**src/rtl/psrf_pkg.sv**
```systemverilog
// Shared types, status codes and the wraparound sequence compare for the
// packet sequence receiver filter. No dependencies.
package psrf_pkg;

    // Result status codes
    typedef enum logic [1:0] {
        ST_NOTHING    = 2'd0,
        ST_RECEIVED   = 2'd1,
        ST_UNMATCHING = 2'd2,
        ST_INDEXED    = 2'd3
    } psrf_status_t;

    // Half of the 16-bit sequence space
    localparam logic [15:0] SEQ_HALF = 16'h8000;

    // Event kinds carried by func
    localparam logic FUNC_HEADER   = 1'b0;
    localparam logic FUNC_ACK_SENT = 1'b1;

    // One decoded header item
    typedef struct packed {
        logic        func;
        logic        has_reliable_part;
        logic [15:0] packet_sequence;
        logic [15:0] peer_acked_base;
        logic [31:0] first_index;
        logic [31:0] last_index;
        logic        has_unreliable_part;
        logic [15:0] unreliable_seq_in;
        logic        wants_unrel_ack;
        logic [3:0]  cut_at;
    } psrf_item_t;

    // Receiver state
    typedef struct packed {
        logic        ack_request;
        logic [15:0] last_reliable_seq;
        logic [15:0] last_unreliable_seq;
        logic [31:0] window_first;
        logic [31:0] window_last;
    } psrf_state_t;

    // One result item
    typedef struct packed {
        psrf_status_t       status;
        logic signed [31:0] skip_count;
        logic               ack_pending;
        logic [15:0]        rel_ack_seq;
        logic [15:0]        unrel_ack_seq;
    } psrf_result_t;

    // True when a is more recent than b under wraparound; a distance of
    // exactly half the range counts as newer only when b is numerically larger
    function automatic logic newer16(input logic [15:0] a, input logic [15:0] b);
        logic [15:0] d;
        d = a - b;
        return ((d != 16'd0) && !d[15]) || ((d == SEQ_HALF) && (b > a));
    endfunction

endpackage

```
**src/rtl/psrf_header_eval.sv**
```systemverilog
// Combinational evaluation of one header item against the receiver state.
// Depends on psrf_pkg for the item, state and result types.
module psrf_header_eval (
    input  psrf_pkg::psrf_item_t   item,
    input  psrf_pkg::psrf_state_t  state_cur,
    input  logic                   indexing_mode,
    output psrf_pkg::psrf_state_t  state_next,
    output psrf_pkg::psrf_result_t result
);

    logic [3:0]  rel_end;
    logic [3:0]  unrel_end;
    logic        cut_rel;
    logic        cut_unrel;
    logic        is_header;
    logic        rel_newer;
    logic        rel_apply;
    logic        rel_match;
    logic        proceed;
    logic        unrel_newer;
    logic        unrel_apply;
    logic        emit_ok;
    logic [31:0] skip;
    psrf_pkg::psrf_status_t status_rel;

    // Positions of the last reliable field and the last unreliable field
    always_comb begin
        if (item.has_reliable_part) begin
            rel_end = indexing_mode ? 4'd5 : 4'd3;
        end else begin
            rel_end = 4'd1;
        end
        unrel_end = rel_end + (item.has_unreliable_part ? 4'd3 : 4'd1);
    end

    // Locate the cut within the header
    assign cut_rel   = (item.cut_at != 4'd0) && (item.cut_at <= rel_end);
    assign cut_unrel = (item.cut_at > rel_end) && (item.cut_at <= unrel_end);
    assign is_header = (item.func == psrf_pkg::FUNC_HEADER);

    // Reliable section
    assign rel_newer = psrf_pkg::newer16(item.packet_sequence,
                                         state_cur.last_reliable_seq);
    assign rel_apply = is_header && !cut_rel && item.has_reliable_part && rel_newer;
    assign rel_match = indexing_mode
                    || (item.peer_acked_base == state_cur.last_reliable_seq);
    assign proceed   = is_header && !cut_rel && (!item.has_reliable_part || rel_newer);
    assign skip      = state_cur.window_last - item.first_index;

    always_comb begin
        if (!item.has_reliable_part) begin
            status_rel = psrf_pkg::ST_RECEIVED;
        end else if (!rel_match) begin
            status_rel = psrf_pkg::ST_UNMATCHING;
        end else if (indexing_mode) begin
            status_rel = psrf_pkg::ST_INDEXED;
        end else begin
            status_rel = psrf_pkg::ST_RECEIVED;
        end
    end

    // Unreliable section
    assign unrel_newer = psrf_pkg::newer16(item.unreliable_seq_in,
                                           state_cur.last_unreliable_seq);
    assign unrel_apply = proceed && !cut_unrel && item.has_unreliable_part && unrel_newer;
    assign emit_ok     = proceed && !cut_unrel && (!item.has_unreliable_part || unrel_newer);

    // Next state
    always_comb begin
        state_next = state_cur;
        if (!is_header) begin
            state_next.ack_request = 1'b0;
        end else begin
            if (rel_apply) begin
                state_next.ack_request = 1'b1;
                if (rel_match) begin
                    state_next.last_reliable_seq = item.packet_sequence;
                    if (indexing_mode) begin
                        state_next.window_first = item.first_index;
                        state_next.window_last  = item.last_index;
                    end
                end
            end
            if (unrel_apply) begin
                state_next.last_unreliable_seq = item.unreliable_seq_in;
                if (item.wants_unrel_ack) begin
                    state_next.ack_request = 1'b1;
                end
            end
        end
    end

    // Result item, reporting the state after the update
    always_comb begin
        result.status        = emit_ok ? status_rel : psrf_pkg::ST_NOTHING;
        result.skip_count    = (emit_ok && (status_rel == psrf_pkg::ST_INDEXED))
                             ? $signed(skip) : 32'sd0;
        result.ack_pending   = state_next.ack_request;
        result.rel_ack_seq   = state_next.last_reliable_seq;
        result.unrel_ack_seq = state_next.last_unreliable_seq;
    end

endmodule

```
**src/rtl/packet_sequence_receiver_filter_unit.sv**
```systemverilog
// Top level of the packet sequence receiver filter: input register, state
// and result register around psrf_header_eval. Depends on psrf_pkg.
//
//  channel | direction | handshake            | payload
//  s_      | in        | s_valid / s_ready    | decoded header fields, cut_at
//  m_      | out       | m_valid / m_ready    | status, skip_count, acks
//  cfg_    | in        | cfg_valid / cfg_ready| indexing_mode (cfg_data)
//
// One item per cycle sustained while m_ready holds; a result is presented after its item
// has passed through the input register and the result register.
// The state compare and update sits between those two registers and is
// combinational, so consecutive items see each other's updates.
// Reset (synchronous, active low) clears both registers' valid flags, the
// state and indexing_mode. A stalled result holds; the input register still
// takes an item until it is itself full.
module packet_sequence_receiver_filter_unit (
    input  logic               aclk,
    input  logic               aresetn,
    // header items
    input  logic               s_valid,
    output logic               s_ready,
    input  logic               s_func,
    input  logic               s_has_reliable_part,
    input  logic [15:0]        s_packet_sequence,
    input  logic [15:0]        s_peer_acked_base,
    input  logic [31:0]        s_first_index,
    input  logic [31:0]        s_last_index,
    input  logic               s_has_unreliable_part,
    input  logic [15:0]        s_unreliable_seq_in,
    input  logic               s_wants_unrel_ack,
    input  logic [3:0]         s_cut_at,
    // result items
    output logic               m_valid,
    input  logic               m_ready,
    output logic [1:0]         m_status,
    output logic signed [31:0] m_skip_count,
    output logic               m_ack_pending,
    output logic [15:0]        m_rel_ack_seq,
    output logic [15:0]        m_unrel_ack_seq,
    // configuration
    input  logic               cfg_valid,
    output logic               cfg_ready,
    input  logic               cfg_data
);

    psrf_pkg::psrf_item_t   item_reg;
    psrf_pkg::psrf_item_t   item_in;
    logic                   item_valid_reg;
    psrf_pkg::psrf_state_t  state_reg;
    psrf_pkg::psrf_state_t  state_next;
    psrf_pkg::psrf_result_t result_reg;
    psrf_pkg::psrf_result_t result_next;
    logic                   result_valid_reg;
    logic                   indexing_mode_reg;
    logic                   advance;

    // Gather the input fields
    always_comb begin
        item_in.func                = s_func;
        item_in.has_reliable_part   = s_has_reliable_part;
        item_in.packet_sequence     = s_packet_sequence;
        item_in.peer_acked_base     = s_peer_acked_base;
        item_in.first_index         = s_first_index;
        item_in.last_index          = s_last_index;
        item_in.has_unreliable_part = s_has_unreliable_part;
        item_in.unreliable_seq_in   = s_unreliable_seq_in;
        item_in.wants_unrel_ack     = s_wants_unrel_ack;
        item_in.cut_at              = s_cut_at;
    end

    // Advance the held item when the result register is free or draining
    assign advance   = item_valid_reg && (!result_valid_reg || m_ready);
    assign s_ready   = !item_valid_reg || advance;
    assign cfg_ready = 1'b1;

    psrf_header_eval u_eval (
        .item          (item_reg),
        .state_cur     (state_reg),
        .indexing_mode (indexing_mode_reg),
        .state_next    (state_next),
        .result        (result_next)
    );

    // Input register
    always_ff @(posedge aclk) begin
        if (!aresetn) begin
            item_valid_reg <= 1'b0;
        end else if (s_ready) begin
            item_valid_reg <= s_valid;
        end
        if (s_valid && s_ready) begin
            item_reg <= item_in;
        end
    end

    // State, result register and configuration
    always_ff @(posedge aclk) begin
        if (!aresetn) begin
            state_reg         <= '0;
            result_valid_reg  <= 1'b0;
            indexing_mode_reg <= 1'b0;
        end else begin
            if (advance) begin
                state_reg        <= state_next;
                result_valid_reg <= 1'b1;
            end else if (m_ready) begin
                result_valid_reg <= 1'b0;
            end
            if (cfg_valid) begin
                indexing_mode_reg <= cfg_data;
            end
        end
        if (advance) begin
            result_reg <= result_next;
        end
    end

    // Drive the result channel
    assign m_valid         = result_valid_reg;
    assign m_status        = result_reg.status;
    assign m_skip_count    = result_reg.skip_count;
    assign m_ack_pending   = result_reg.ack_pending;
    assign m_rel_ack_seq   = result_reg.rel_ack_seq;
    assign m_unrel_ack_seq = result_reg.unrel_ack_seq;

endmodule

```
**config.mk**
```make
export PLATFORM = sky130hd
export DESIGN_NAME = packet_sequence_receiver_filter_unit
export DESIGN_NICKNAME = d
export VERILOG_FILES = /design/src/rtl/psrf_pkg.sv /design/src/rtl/psrf_header_eval.sv /design/src/rtl/packet_sequence_receiver_filter_unit.sv
export SDC_FILE = /design/constraint.sdc
export NUM_CORES = 1
export LEC_CHECK = 0
export BUFFER_PORTS_ARGS = -buffer_cell sky130_fd_sc_hd__buf_2
export CORE_ASPECT_RATIO = 1.1
export CORE_MARGIN = 4
export CORE_UTILIZATION = 50
export CTS_CLUSTER_DIAMETER = 50
export DETAILED_ROUTE_END_ITERATION = 8
export PLACE_DENSITY = 0.72
export SYNTH_ARGS = -nofsm -noshare
export SYNTH_HDL_FRONTEND = slang
export SYNTH_SLANG_ARGS = --single-unit
```
**constraint.sdc**
```tcl
create_clock -name aclk -period 10.8 [get_ports aclk]
set_input_delay 1.08 -clock aclk [delete_from_list [all_inputs] [get_ports aclk]]
set_output_delay 1.08 -clock aclk [all_outputs]
set_load 0.005 [all_outputs]
```
# After elaboration in Yosys (flattened, before gate mapping)
# Cells that the tools add are included.
[totals] mem_bits_rw=0 memories=0 ff_bits=287 input_bits=126 latch_bits=0 mem_bits_ro=0 wordCells=92 output_inout_bits=70
[op_classes] reduce_logical=37 n_eq_ne=4 n_lt_le_gt_ge=5 bitwise=1 addsub=4 mux=18 div=0 n_mul=0 shift=0
[op_table] op="64-bit 2-to-1 mux" n=3
[op_table] op="96-bit 2-to-1 mux" n=1
[op_table] op="16-bit equality test, second input constant" n=2
[op_table] op="16-bit greater-than comparator" n=2
[op_table] op="16-bit 2-to-1 mux" n=2
[op_table] op="16-bit nonzero test" n=2
[op_table] op="16-bit subtractor" n=2
[op_table] op="32-bit subtractor" n=1
[op_table] op="1-bit logical AND" n=17
[op_table] op="17-bit 2-to-1 mux" n=1
[op_table] op="16-bit equality test" n=1
[op_table] op="4-bit <= comparator" n=2
[op_table] op="1-bit logical NOT" n=8
[op_table] op="2-bit 2-to-1 mux" n=4
[op_table] op="1-bit logical OR" n=7
[op_table] op="1-bit 2-to-1 mux" n=5
[op_table] op="5-bit AND reduction" n=1
[op_table] op="4-bit adder" n=1
[op_table] op="4-bit greater-than comparator" n=1
[op_table] op="4-bit 2-to-1 mux" n=1
[op_table] op="4-bit nonzero test" n=1
[op_table] op="3-bit 2-to-1 mux" n=1
[op_table] op="2-bit equality test, second input constant" n=1
[op_table] op="2-bit nonzero test" n=1
[op_table] op="1-bit inverter" n=1

# Depth between registers and ports, before layout
# Gate-level depths: netlist of the first run.
[logic_depth] word_depth=12 ltp_mapped=16 mapped_depth_nobuf=14

# Hierarchy
# A second synthesis of the first run with hierarchy kept.
[unflattened] hier_cells=1413 area_unflattened_um2=15155.8
[by_module_without_submodules] module="packet_sequence_receiver_filter_unit" instances=1 cells_per_inst=622 area_each_um2=9590.4 seq_area_each_um2=7617.3
[by_module_without_submodules] module="psrf_header_eval" instances=1 cells_per_inst=791 area_each_um2=5565.3 seq_area_each_um2=0.0

# Least setup slack after synthesis of the first run
# OpenSTA, ideal clock, no wires.
[synth_timing] path_type="in2reg" startpoint="input m_ready" endpoint="register state_reg[86] (netlist name)" arrival_time_ns=5.547 n_path_buf=2 setup_slack_ns=5.137 required_ns=10.684 cell_stages=8 setup_time_ns=0.116 path_cell_list="nor2b_1 -> nor2b_1 -> and2_1 -> o211a_1 -> buf_2 -> buf_4 -> mux2i_1 -> nor2b_1"
[synth_via] elab_chain_len=2
[synth_rtl] item="start: declaration" line_no="packet_sequence_receiver_filter_unit.sv:34" text="input logic m_ready,"
[synth_rtl] item="1-bit logical OR" line_no="packet_sequence_receiver_filter_unit.sv:72" text="assign advance = item_valid_reg && (!result_valid_reg || m_ready);"
[synth_rtl] item="1-bit logical AND" line_no="packet_sequence_receiver_filter_unit.sv:72"
[synth_rtl] item="named net advance" line_no="packet_sequence_receiver_filter_unit.sv:55" text="logic advance;"
[synth_rtl] item="end signal: assignment" line_no="packet_sequence_receiver_filter_unit.sv:104" text="state_reg <= state_next;"
[synth_rtl] item="end: declaration" line_no="packet_sequence_receiver_filter_unit.sv:49" text="psrf_pkg::psrf_state_t state_reg;"
# The timed path passes the listed nets, and every way through them passes these cells.
# A chain may end at the register's enable or synchronous reset.

==> results.md, run 1 <==
- Outcome: finished, final reports clean
- Initial drt markers: 530
- ANT nets after route: 0
- GRT overflow: 0
- Setup Fix Bufs, Post-CTS: 0
- Synth Area in XOR/XNOR: 0.0333
- Drt drc: 0
- H-tree levels: 1
- Net Count, Synth: 1277
- Root Driver: clkbuf_16
- MaxCap Viol Count: 0
- Synth Area in Adders: 0.0726
- HPWL after DPL: 19.7 mm
- Pwr Total: 2.31 mW
- CTS tree: built
- # nets final: 1477
- Leakage: 6.57 nW
- First-pass GRT wire length: 44.5 mm
- PwrDens: 152 nW/um^2
- Via density: 5.34
- Final period util: 0.427
- Crit Path Max Fanout: 16
- YS warnings: 0
- Post-synth ARST share: 0
- Clk sink count: 255
- Slew Viols, Final: 0
- Worst-Skew Late Latency: 550 ps
- Worst EP required: 11100 ps
- Synth Flop Type: edfxtp_1
- Core area: 25300 um^2
- Distinct cells, synth: 85
- Area Overhead vs Synth: 17.8%
- Max Fclk: 0.217 GHz
- Worst Setup End Kind: register
- TritonRoute pass-1 iters: 5
- IO Count: 196
- Chip height: 176 um
- Peak supply drop: 118 uV
- Starting density of the core: 0.509
- CTS max path bufs: 3
- Syn_area_per_cell: 12.0 um^2
- Min Hold Slack: 476 ps
- Total die area: 28400 um^2
- Worst Setup Start Kind: register
- Placement Setup Slack: 6170 ps
- Post-synth EDFFs: 187
- Final wirelength: 28.1 mm
- Hold Crit Class: reg -> reg
- Mapped Cells: 1078
- Placer congestion estimate: 0.861
- Compound-Gate Fraction of Synth Area: 0.115
- Cts repair resizes: 0
- Number of synthesized register bits: 255
- # setup viols final: 0
- Initial antenna violation count: 4
- Fin. Hold Viols: 0
- Seq/Total Area, Yosys: 0.541
- Post-synthesis simple-gate area fraction: 0.114
- Cell area after synthesis: 12900 um^2
- DR WL/cell: 17.0 um
- Max reg flops: 120
- Vias in the first global route: 8878
- I/O Buffers: 194
- Layout cells sized above 1: 0.231
- CTS Buf Count: 31
- RSZ-0062 raised after global routing: false
- Mux contribution to synthesized area: 0.0836
- Critical path class: reg -> reg
- GR Util All Layers: 0.192
- Final TNS setup: 0 ps
- Final min period: 4610 ps
- Setup Skew: 14.4 ps
- Largest net degree at the start of global routing: 88
- Chip Width: 161 um
- Hold buffer count at CTS: 0
- Reg2Reg Setup Slack: 6190 ps
- Max-slew headroom: 0.247
- FP Rows: 61
- Worst EP arrival: 4910 ps
- Reg clk slew, reported paths: 60 ps
- Worst slew pin tran: 1130 ps
- Final WS setup: 6190 ps
- Main combinational cell family by area after synthesis: compound AO/OA/AOI/OAI gates
- Total number of vias: 8803
-- where the power goes --
part           switching (mW)  total (mW)  internal [mW]
Clock                   0.402        1.00          0.601
Combinational           0.110       0.191         0.0816
Sequential             0.0178        1.11           1.09
-- worst max-delay path: stages (launching register included) --
cell and delay [ps]:
edfxtp_1 370, inv_1 50, ha_1 250, fa_1 390
nand2b_1 210, a32o_1 220, a2111oi_0 380, o221a_2 250
o221a_1 170, o2111ai_2 140, mux2_4 350, mux2i_4 250
and3_1 900, mux2_2 420
-- final cells by class --
class / count / area (um^2)
Fill cell: 2132 / 10100
Sequential cell: 255 / 6980
Multi-Input combinational cell: 703 / 5420
Timing Repair Buffer: 200 / 1020
Clock buffer: 41 / 843
Tap cell: 346 / 433
Inverter: 87 / 327
Clock inverter: 16 / 173
Antenna cell: 1 / 2.50
-- routing by layer --
layer  wire [um]  track usage  up-vias
met4         452       0.0437        6
li1            -            -     4363
met2       14000        0.346      239
met1       11800        0.241     4154
met5          47            0        -
met3        1730       0.0357       41
-- kinds of logic (layout without fill, tap and decap cells) --
group,Yosys count,in the layout
other,1,2
AO/OA/AOI/OAI,211,211
XOR/XNOR,49,49
flip-flops,255,255
buffers and inverters,120,344
AND/OR/NAND/NOR,270,270
multiplexers,99,99
adder cells (fa/ha/maj),73,73
-- placed cells by master, fill, tap and decap left out, types with 5 or more instances in the layout --
cell type and n:
nand2_1 69, mux2i_1 68, mux2_2 20, nor2b_1 59, a21oi_1 52, inv_1 87
nor3_1 31, edfxtp_1 187, xnor2_1 16, nor4_1 14, nand2b_1 10, o21ai_0 26
buf_2 194, nor2_1 28, mux2_4 10, o21a_1 17, xor2_1 33, ha_1 70
o211ai_1 5, clkbuf_16 31, dfxtp_1 68, nand3_1 5, clkbuf_1 7, buf_4 6
a211oi_1 10, and3_1 10, a21o_1 31, a31oi_1 6, and2_1 10
-- worst paths after layout --
path | cells after the start | start | to
worst max-delay path | 13 | item_reg[5] | m_unrel_ack_seq[13]
worst min register to register | 2 | state_reg[71] | state_reg[71]
worst max register to register | 13 | item_reg[5] | m_unrel_ack_seq[13]
worst min-delay path | 2 | state_reg[71] | state_reg[71]
-- synth_stat cells, types with 5 or more instances --
cell type | number | area, um^2
nand2b_1 | 10 | 62.6
o21ai_0 | 26 | 130
and2_1 | 11 | 68.8
a21o_1 | 31 | 233
a211oi_1 | 10 | 75.1
a31oi_1 | 6 | 37.5
xnor2_1 | 16 | 140
xor2_1 | 33 | 289
buf_4 | 5 | 37.5
mux2_4 | 10 | 150
nand2_1 | 69 | 259
inv_1 | 87 | 327
buf_2 | 9 | 45.0
nor4_1 | 14 | 87.6
nor2b_1 | 60 | 375
dfxtp_1 | 68 | 1360
o21a_1 | 17 | 128
edfxtp_1 | 187 | 5620
and3_1 | 10 | 62.6
mux2_2 | 20 | 225
clkbuf_1 | 15 | 56.3
a21oi_1 | 52 | 260
o211ai_1 | 5 | 37.5
ha_1 | 70 | 876
o21ai_1 | 5 | 25.0
mux2i_1 | 68 | 681
nor2_1 | 28 | 105
nor3_1 | 31 | 155
nand3_1 | 5 | 25.0
-- stage by stage --
step / cell area [um^2] / std cells / util
6_report: 15200 / 1649 / 0.599
5_1_grt: 15200 / 1649 / 0.599
4_1_cts: 15200 / 1648 / 0.599
3_5_place_dp: 14200 / 1591 / 0.559
3_3_place_gp: 14200 / 1591 / 0.559
2_1_floorplan: 12900 / 1078 / -
Note: power is estimated with default switching activity, not from simulation.
==> run 2, diff against run 1 <==
--- a/config.mk
+++ b/config.mk
@@ -11,7 +11,7 @@
 export CORE_UTILIZATION = 50
 export CTS_CLUSTER_DIAMETER = 50
 export DETAILED_ROUTE_END_ITERATION = 8
-export PLACE_DENSITY = 0.72
+export PLACE_DENSITY = 0.74
 export SYNTH_ARGS = -nofsm -noshare
 export SYNTH_HDL_FRONTEND = slang
 export SYNTH_SLANG_ARGS = --single-unit
==> constraint.sdc (replaced) <==
create_clock -name aclk -period 3.8 [get_ports aclk]
set_input_delay 0.38 -clock aclk [delete_from_list [all_inputs] [get_ports aclk]]
set_output_delay 0.38 -clock aclk [all_outputs]
set_load 0.005 [all_outputs]
==> run 2 against run 1 <==
- combinational power rose to 3.4 times the previous value
- count of clock-buffer cells in the layout down 1
- final cell count up 6.2%
- first-iteration DRC count shrank 7.5%
- sequential power rose to 2.8 times the previous value
- register-to-register slack got worse by 6100 ps
- sequential share of layout area shrank 3.3 points
- critical path type unchanged
- largest power group unchanged
- highest routed layer is now met4
==> results.md, run 2 (synthesis gave the netlist of run 1 again) <==
- RSZ-0062 raised after global routing: true
- Total die area: 28400 um^2 (unchanged)
- Final instance area: 16400 um^2 (+7.8%)
- Placement Setup Slack: -171 ps (-6340 ps)
- # nets final: 1582 (+7.1%)
- CP max-delay cell: edfxtp_1
- Reg-to-reg startpoint: item_reg[6]
- Final wirelength: 30.9 mm (+10%)
- Multi-input logic area: 5530 um^2 (+2.1%)
- Chip Width: 161 um (unchanged)
- Slew Viols, Final: 0 (unchanged)
- Crit path largest cell delay: 420 ps (-480 ps)
- Placer congestion estimate: 0.899 (+4.4%)
- Max-slew headroom: 0.323 (+0.0764)
- Outcome: finished, final reports clean
- Crit Path Max Fanout: 4 (-12)
- Worst EP arrival: 3970 ps (-940 ps)
- Fin. Hold Viols: 0 (unchanged)
- Area Overhead vs Synth: 27.0%
- TritonRoute pass-1 iters: 5 (unchanged)
- Most frequent cells in the layout: buf_2 (194), edfxtp_1 (187), dlygate4sd3_1 (91)
- HPWL after DPL: 19.8 mm (+0.46%)
- Worst slew pin tran: 1020 ps (-115 ps)
- Clk sink count: 255 (unchanged)
- Min Hold Slack: 15.4 ps (-461 ps)
- Initial drt markers: 490 (-7.5%)
- Core area: 25300 um^2 (unchanged)
- Buf/Inv on CP: 1 (unchanged)
- Layout cells sized above 1: 0.241 (+0.0101)
- Total number of vias: 9335 (+6.0%)
- Cell family with most CP delay: compound AO/OA/AOI/OAI gates
- Worst Setup Start Kind: register
- Max reg flops: 120 (unchanged)
- Starting density of the core: 0.509 (unchanged)
- Final period util: 0.969 (+0.542)
- Peak supply drop: 356 uV (+200%)
- Worst Setup End Kind: register
- Hold wc startpoint: s_peer_acked_base[5]
- I/O Buffers: 194 (unchanged)
- PwrDens: 397 nW/um^2 (+160%)
- # setup viols final: 0 (unchanged)
- Initial antenna violation count: 1 (-3)
- H-tree levels: 1 (unchanged)
- FP Rows: 61 (unchanged)
- Worst EP required: 4090 ps (-7010 ps)
- Root Driver: clkbuf_16
- Chip height: 176 um (unchanged)
- Most common cell after layout, fill and taps aside: buf_2
- Drt drc: 0 (unchanged)
- Pwr Total: 6.51 mW (+180%)
- Sequential cell area: 6980 um^2 (about the same)
- Reg clk slew, reported paths: 60 ps (about the same)
- DR WL/cell: 17.6 um (+3.5%)
- Hold Crit Class: in -> reg
- GR Util All Layers: 0.208 (+0.0158)
- CTS Buf Count: 29 (-6.5%)
- # fillers: 1954 (-8.3%)
- Leakage: 7.07 nW (+7.5%)
- Final TNS setup: 0 ps (unchanged)
- Final WS setup: 118 ps (-6070 ps)
- CTS tree: built
- Vias in the first global route: 9374 (+5.6%)
- Critical path class: reg -> reg
- Final min period: 3680 ps (-927 ps)
- IO Count: 196 (unchanged)
- ANT nets after route: 0 (unchanged)
- Max Fclk: 0.272 GHz (+25%)
- Worst-Skew Late Latency: 540 ps (about the same)
- CTS max path bufs: 3 (unchanged)
- Via density: 5.33 (-0.19%)
- Launch point of the worst path: item_reg[6]
- Setup Skew: 13.9 ps (-0.428 ps)
- GRT overflow: 0 (unchanged)
- First-pass GRT wire length: 47.9 mm (+7.6%)
- Post-DP Area: 14300 um^2 (+1.2%)
- Largest net degree at the start of global routing: 72 (-18%)
- MaxCap Viol Count: 0 (unchanged)
- Worst path cell trace: ha_1 > nor2b_4 > o2111a_1 > or2_1 > a221o_1 > a221oi_2 > o2111ai_2 > mux2_4 > mux2i_4 > and3_4 > clkbuf_16 > mux2_2
==> run 2: cell types whose count changed in the layout (fill, tap and decap cells not counted), sizes merged <==
cell / before / now
buf: 200 / 214
bufinv: 2 / 0
clkbuf: 41 / 42
clkinv: 9 / 7
clkinvlp: 4 / 0
dlygate4sd3: 0 / 91
inv: 88 / 93
==> run 2: through the flow <==
| step | instances | utilization |
|---|---|---|
| final | 1752 | 0.646 |
| after global routing | 1752 | 0.646 |
| after CTS | 1741 | 0.637 |
| after detailed placement | 1604 | 0.566 |
| after global placement | 1604 | 0.566 |
| after floorplan | 1078 | - |
==> run 2: final cells by class <==
class / instances / share of cell area
clock buffers: 40 / 0.0511
flip-flops and latches: 255 / 0.426
diodes: 1 / 0.000153
inverters: 87 / 0.0199
clock inverters: 13 / 0.00550
multi-input cells: 703 / 0.338
repair buffers: 307 / 0.132
well taps: 346 / 0.0264
==> run 2: per-layer routing <==
metal | global-route usage | up-vias | share of wire
met3 | 0.0371 | 54 | 0.053
met5 | 0 | - | 0
met1 | 0.255 | 4439 | 0.41
met4 | 0.0672 | 0 | 0.029
met2 | 0.373 | 269 | 0.51
li1 | - | 4573 | -
==> run 2: power breakdown <==
part	switching, mW	internal, mW	total [mW]
combinational	0.344	0.313	0.658
sequential	0.0548	3.11	3.16
clock	1.13	1.55	2.68
total	1.53	4.97	6.51
==> run 2: worst paths after layout <==
path                                             to  slack [ps]  cells past startpoint
worst min-delay path                   item_reg[91]          20                      1
worst max register to register  m_unrel_ack_seq[12]         120                     12
worst max-delay path            m_unrel_ack_seq[12]         120                     12
worst min register to register        state_reg[69]         480                      2
==> run 2: what timing repair did <==
item                                    4_1_cts  5_1_grt
hold buffers                                 84        7
hold endpoints to repair                     84        7
resized for setup                             8       27
setup buffers                                 0        1
gates cloned                                  0        2
endpoints found under the setup margin       16      100
pin swaps                                     0       12
==> run 3, diff against run 2 <==
--- a/config.mk
+++ b/config.mk
@@ -11,7 +11,7 @@
 export CORE_UTILIZATION = 50
 export CTS_CLUSTER_DIAMETER = 50
 export DETAILED_ROUTE_END_ITERATION = 8
-export PLACE_DENSITY = 0.74
+export PLACE_DENSITY = 0.72
 export SYNTH_ARGS = -nofsm -noshare
 export SYNTH_HDL_FRONTEND = slang
 export SYNTH_SLANG_ARGS = --single-unit
==> constraint.sdc (replaced) <==
create_clock -name aclk -period 4.6 [get_ports aclk]
set_input_delay 0.46 -clock aclk [delete_from_list [all_inputs] [get_ports aclk]]
set_output_delay 0.46 -clock aclk [all_outputs]
set_load 0.005 [all_outputs]
==> run 3 against run 2 <==
- total power is 16% lower
- global-route usage is 1.9 points lower
- first-iteration DRC count is 18% lower
- routed wire length is 11% lower
- highest routed layer is now met5
- critical path type unchanged
- critical path depth is 2 higher
==> results.md, run 3 (synthesis gave the netlist of run 1 again) <==
- Worst Setup Start Kind: register
- Buf/Inv on CP: 2 (+1)
- # nets final: 1481 (-6.4%)
- DR WL/cell: 16.6 um (-5.7%)
- Slew Viols, Final: 0 (unchanged)
- Largest net degree at the start of global routing: 65 (-9.7%)
- Post-DP Area: 14200 um^2 (-0.89%)
- Initial antenna violation count: 4 (+3)
- FP Rows: 61 (unchanged)
- Antenna Cells: 0 (-1)
- Most common cell after layout, fill and taps aside: buf_2
- Power Internal: 4.24 mW (-15%)
- Via density: 5.27 (-1.0%)
- Layout cells sized above 1: 0.233 (-0.00833)
- Chip Width: 161 um (unchanged)
- Sw Share: 0.223 (-0.0124)
- Final wirelength: 27.4 mm (-11%)
- Worst-Skew Late Latency: 550 ps (about the same)
- Worst path cell trace: inv_1 > ha_1 > fa_1 > nand2b_1 > a211oi_1 > o221a_1 > a311oi_1 > and3_1 > o2111ai_2 > mux2_4 > mux2i_4 > and3_1 > buf_4 > mux2_2
- Worst EP arrival: 4430 ps (+460 ps)
- Cts repair resizes: 0 (-8)
- Most frequent cells in the layout: buf_2 (194), edfxtp_1 (187), inv_1 (87)
- Total die area: 28400 um^2 (unchanged)
- Critical path class: reg -> reg
- Pwr Total: 5.46 mW (-16%)
- RSZ-0062 raised after global routing: false
- Setup Skew: 14.4 ps (+0.480 ps)
- Final min period: 4150 ps (+467 ps)
- Drt drc: 0 (unchanged)
- Vias in the first global route: 8721 (-7.0%)
- Reg clk slew, reported paths: 60 ps (about the same)
- Fin. Hold Viols: 0 (unchanged)
- Clock Power Share: 0.439 (+0.026)
- Leakage: 6.60 nW (-6.6%)
- Area Overhead vs Synth: 18.1%
- TritonRoute pass-1 iters: 5 (unchanged)
- Core area: 25300 um^2 (unchanged)
- Crit Path Max Fanout: 16 (+12)
- Worst Setup End Kind: register
- CTS max path bufs: 3 (unchanged)
- Worst slew pin tran: 978 ps (-37.4 ps)
- GRT overflow: 0 (unchanged)
- H-tree levels: 1 (unchanged)
- Final TNS setup: 0 ps (unchanged)
- Max reg flops: 120 (unchanged)
- CP max-delay cell: fa_1
- Root Driver: clkbuf_16
- Final instance area: 15200 um^2 (-7.0%)
- Final period util: 0.902 (-0.0671)
- CTS tree: built
- Max Fclk: 0.241 GHz (-11%)
- Max-slew headroom: 0.348 (+0.0249)
- Peak supply drop: 367 uV (+3.1%)
- IO Count: 196 (unchanged)
- Placer congestion estimate: 0.859 (-4.4%)
- HPWL after DPL: 19.6 mm (-0.83%)
- Hold buffer count at CTS: 0 (-100%)
- Sequential Power Share: 0.479 (-0.007)
- # setup viols final: 0 (unchanged)
- Total number of vias: 8706 (-6.7%)
- PwrDens: 358 nW/um^2 (-9.8%)
- Net Switching: 1.22 mW (-21%)
- Logic pwr share: 0.082 (-0.019)
- Reg2Reg Setup Slack: 450 ps (+330 ps)
- Starting density of the core: 0.509 (unchanged)
- Outcome: finished, final reports clean
- GR Util All Layers: 0.189 (-0.0189)
- Chip height: 176 um (unchanged)
- Cell family with most CP delay: multiplexers
- Initial drt markers: 401 (-18%)
- Crit-path most repeated cell: and3_1
- ANT nets after route: 0 (unchanged)
- Clk sink count: 255 (unchanged)
- Setup Fix Bufs, Post-CTS: 0 (unchanged)
- I/O Buffers: 194 (unchanged)
- MaxCap Viol Count: 0 (unchanged)
- Hold Crit Class: in -> reg
- CTS Buf Count: 29 (unchanged)
- Worst EP required: 4880 ps (+790 ps)
- First-pass GRT wire length: 43.9 mm (-8.3%)
- Crit path largest cell delay: 400 ps (-20 ps)
-- run 3: layout make-up --
class / instances / area (um^2)
fill: 2124 / 10100
sequential: 255 / 6980
multi-input combinational: 703 / 5420
timing repair buffer: 206 / 1060
clock buffer: 36 / 772
tap: 346 / 433
inverter: 87 / 327
clock inverter: 18 / 238
-- run 3: power by group through the flow --
stage / logic (mW) / clock network [mW] / registers, mW
floorplan: 0.288 / 0 / 2.65
global placement: 0.441 / 0 / 2.66
detailed placement: 0.446 / 0 / 2.66
CTS: 0.450 / 2.46 / 2.61
global route: 0.501 / 2.57 / 2.62
finish: 0.446 / 2.40 / 2.61
-- run 3: worst paths after layout --
check	cells after the start	from	to
setup / recovery	14	item_reg[5]	m_unrel_ack_seq[13]
hold / removal	1	s_first_index[29]	item_reg[83]
setup reg to reg	14	item_reg[5]	m_unrel_ack_seq[13]
hold reg to reg	2	state_reg[67]	state_reg[67]
-- run 3: worst register-to-register path: stages (launching register included) --
cell,delay (ps)
edfxtp_1,370
inv_1,50
ha_1,240
fa_1,400
nand2b_1,210
a211oi_1,360
o221a_1,250
a311oi_1,70
and3_1,210
o2111ai_2,250
mux2_4,340
mux2i_4,250
and3_1,190
buf_4,300
mux2_2,390
-- run 3: per-stage QoR --
step           std cells   util  setup slack [ps]  hold slack, ps
4_1_cts             1651  0.601               428            58.6
6_report            1651  0.601               452            84.6
3_3_place_gp        1597  0.561               587             459
3_5_place_dp        1597  0.561               460             471
5_1_grt             1651  0.601              84.0            60.3
2_1_floorplan       1078      -               712             449
-- run 3: routing by layer --
metal / up-vias / GRT usage / part of all wire
li1: 4377 / - / -
met4: 8 / 0.0455 / 0.019
met5: - / 0 / 0.0017
met2: 222 / 0.334 / 0.49
met3: 47 / 0.0402 / 0.061
met1: 4052 / 0.239 / 0.42
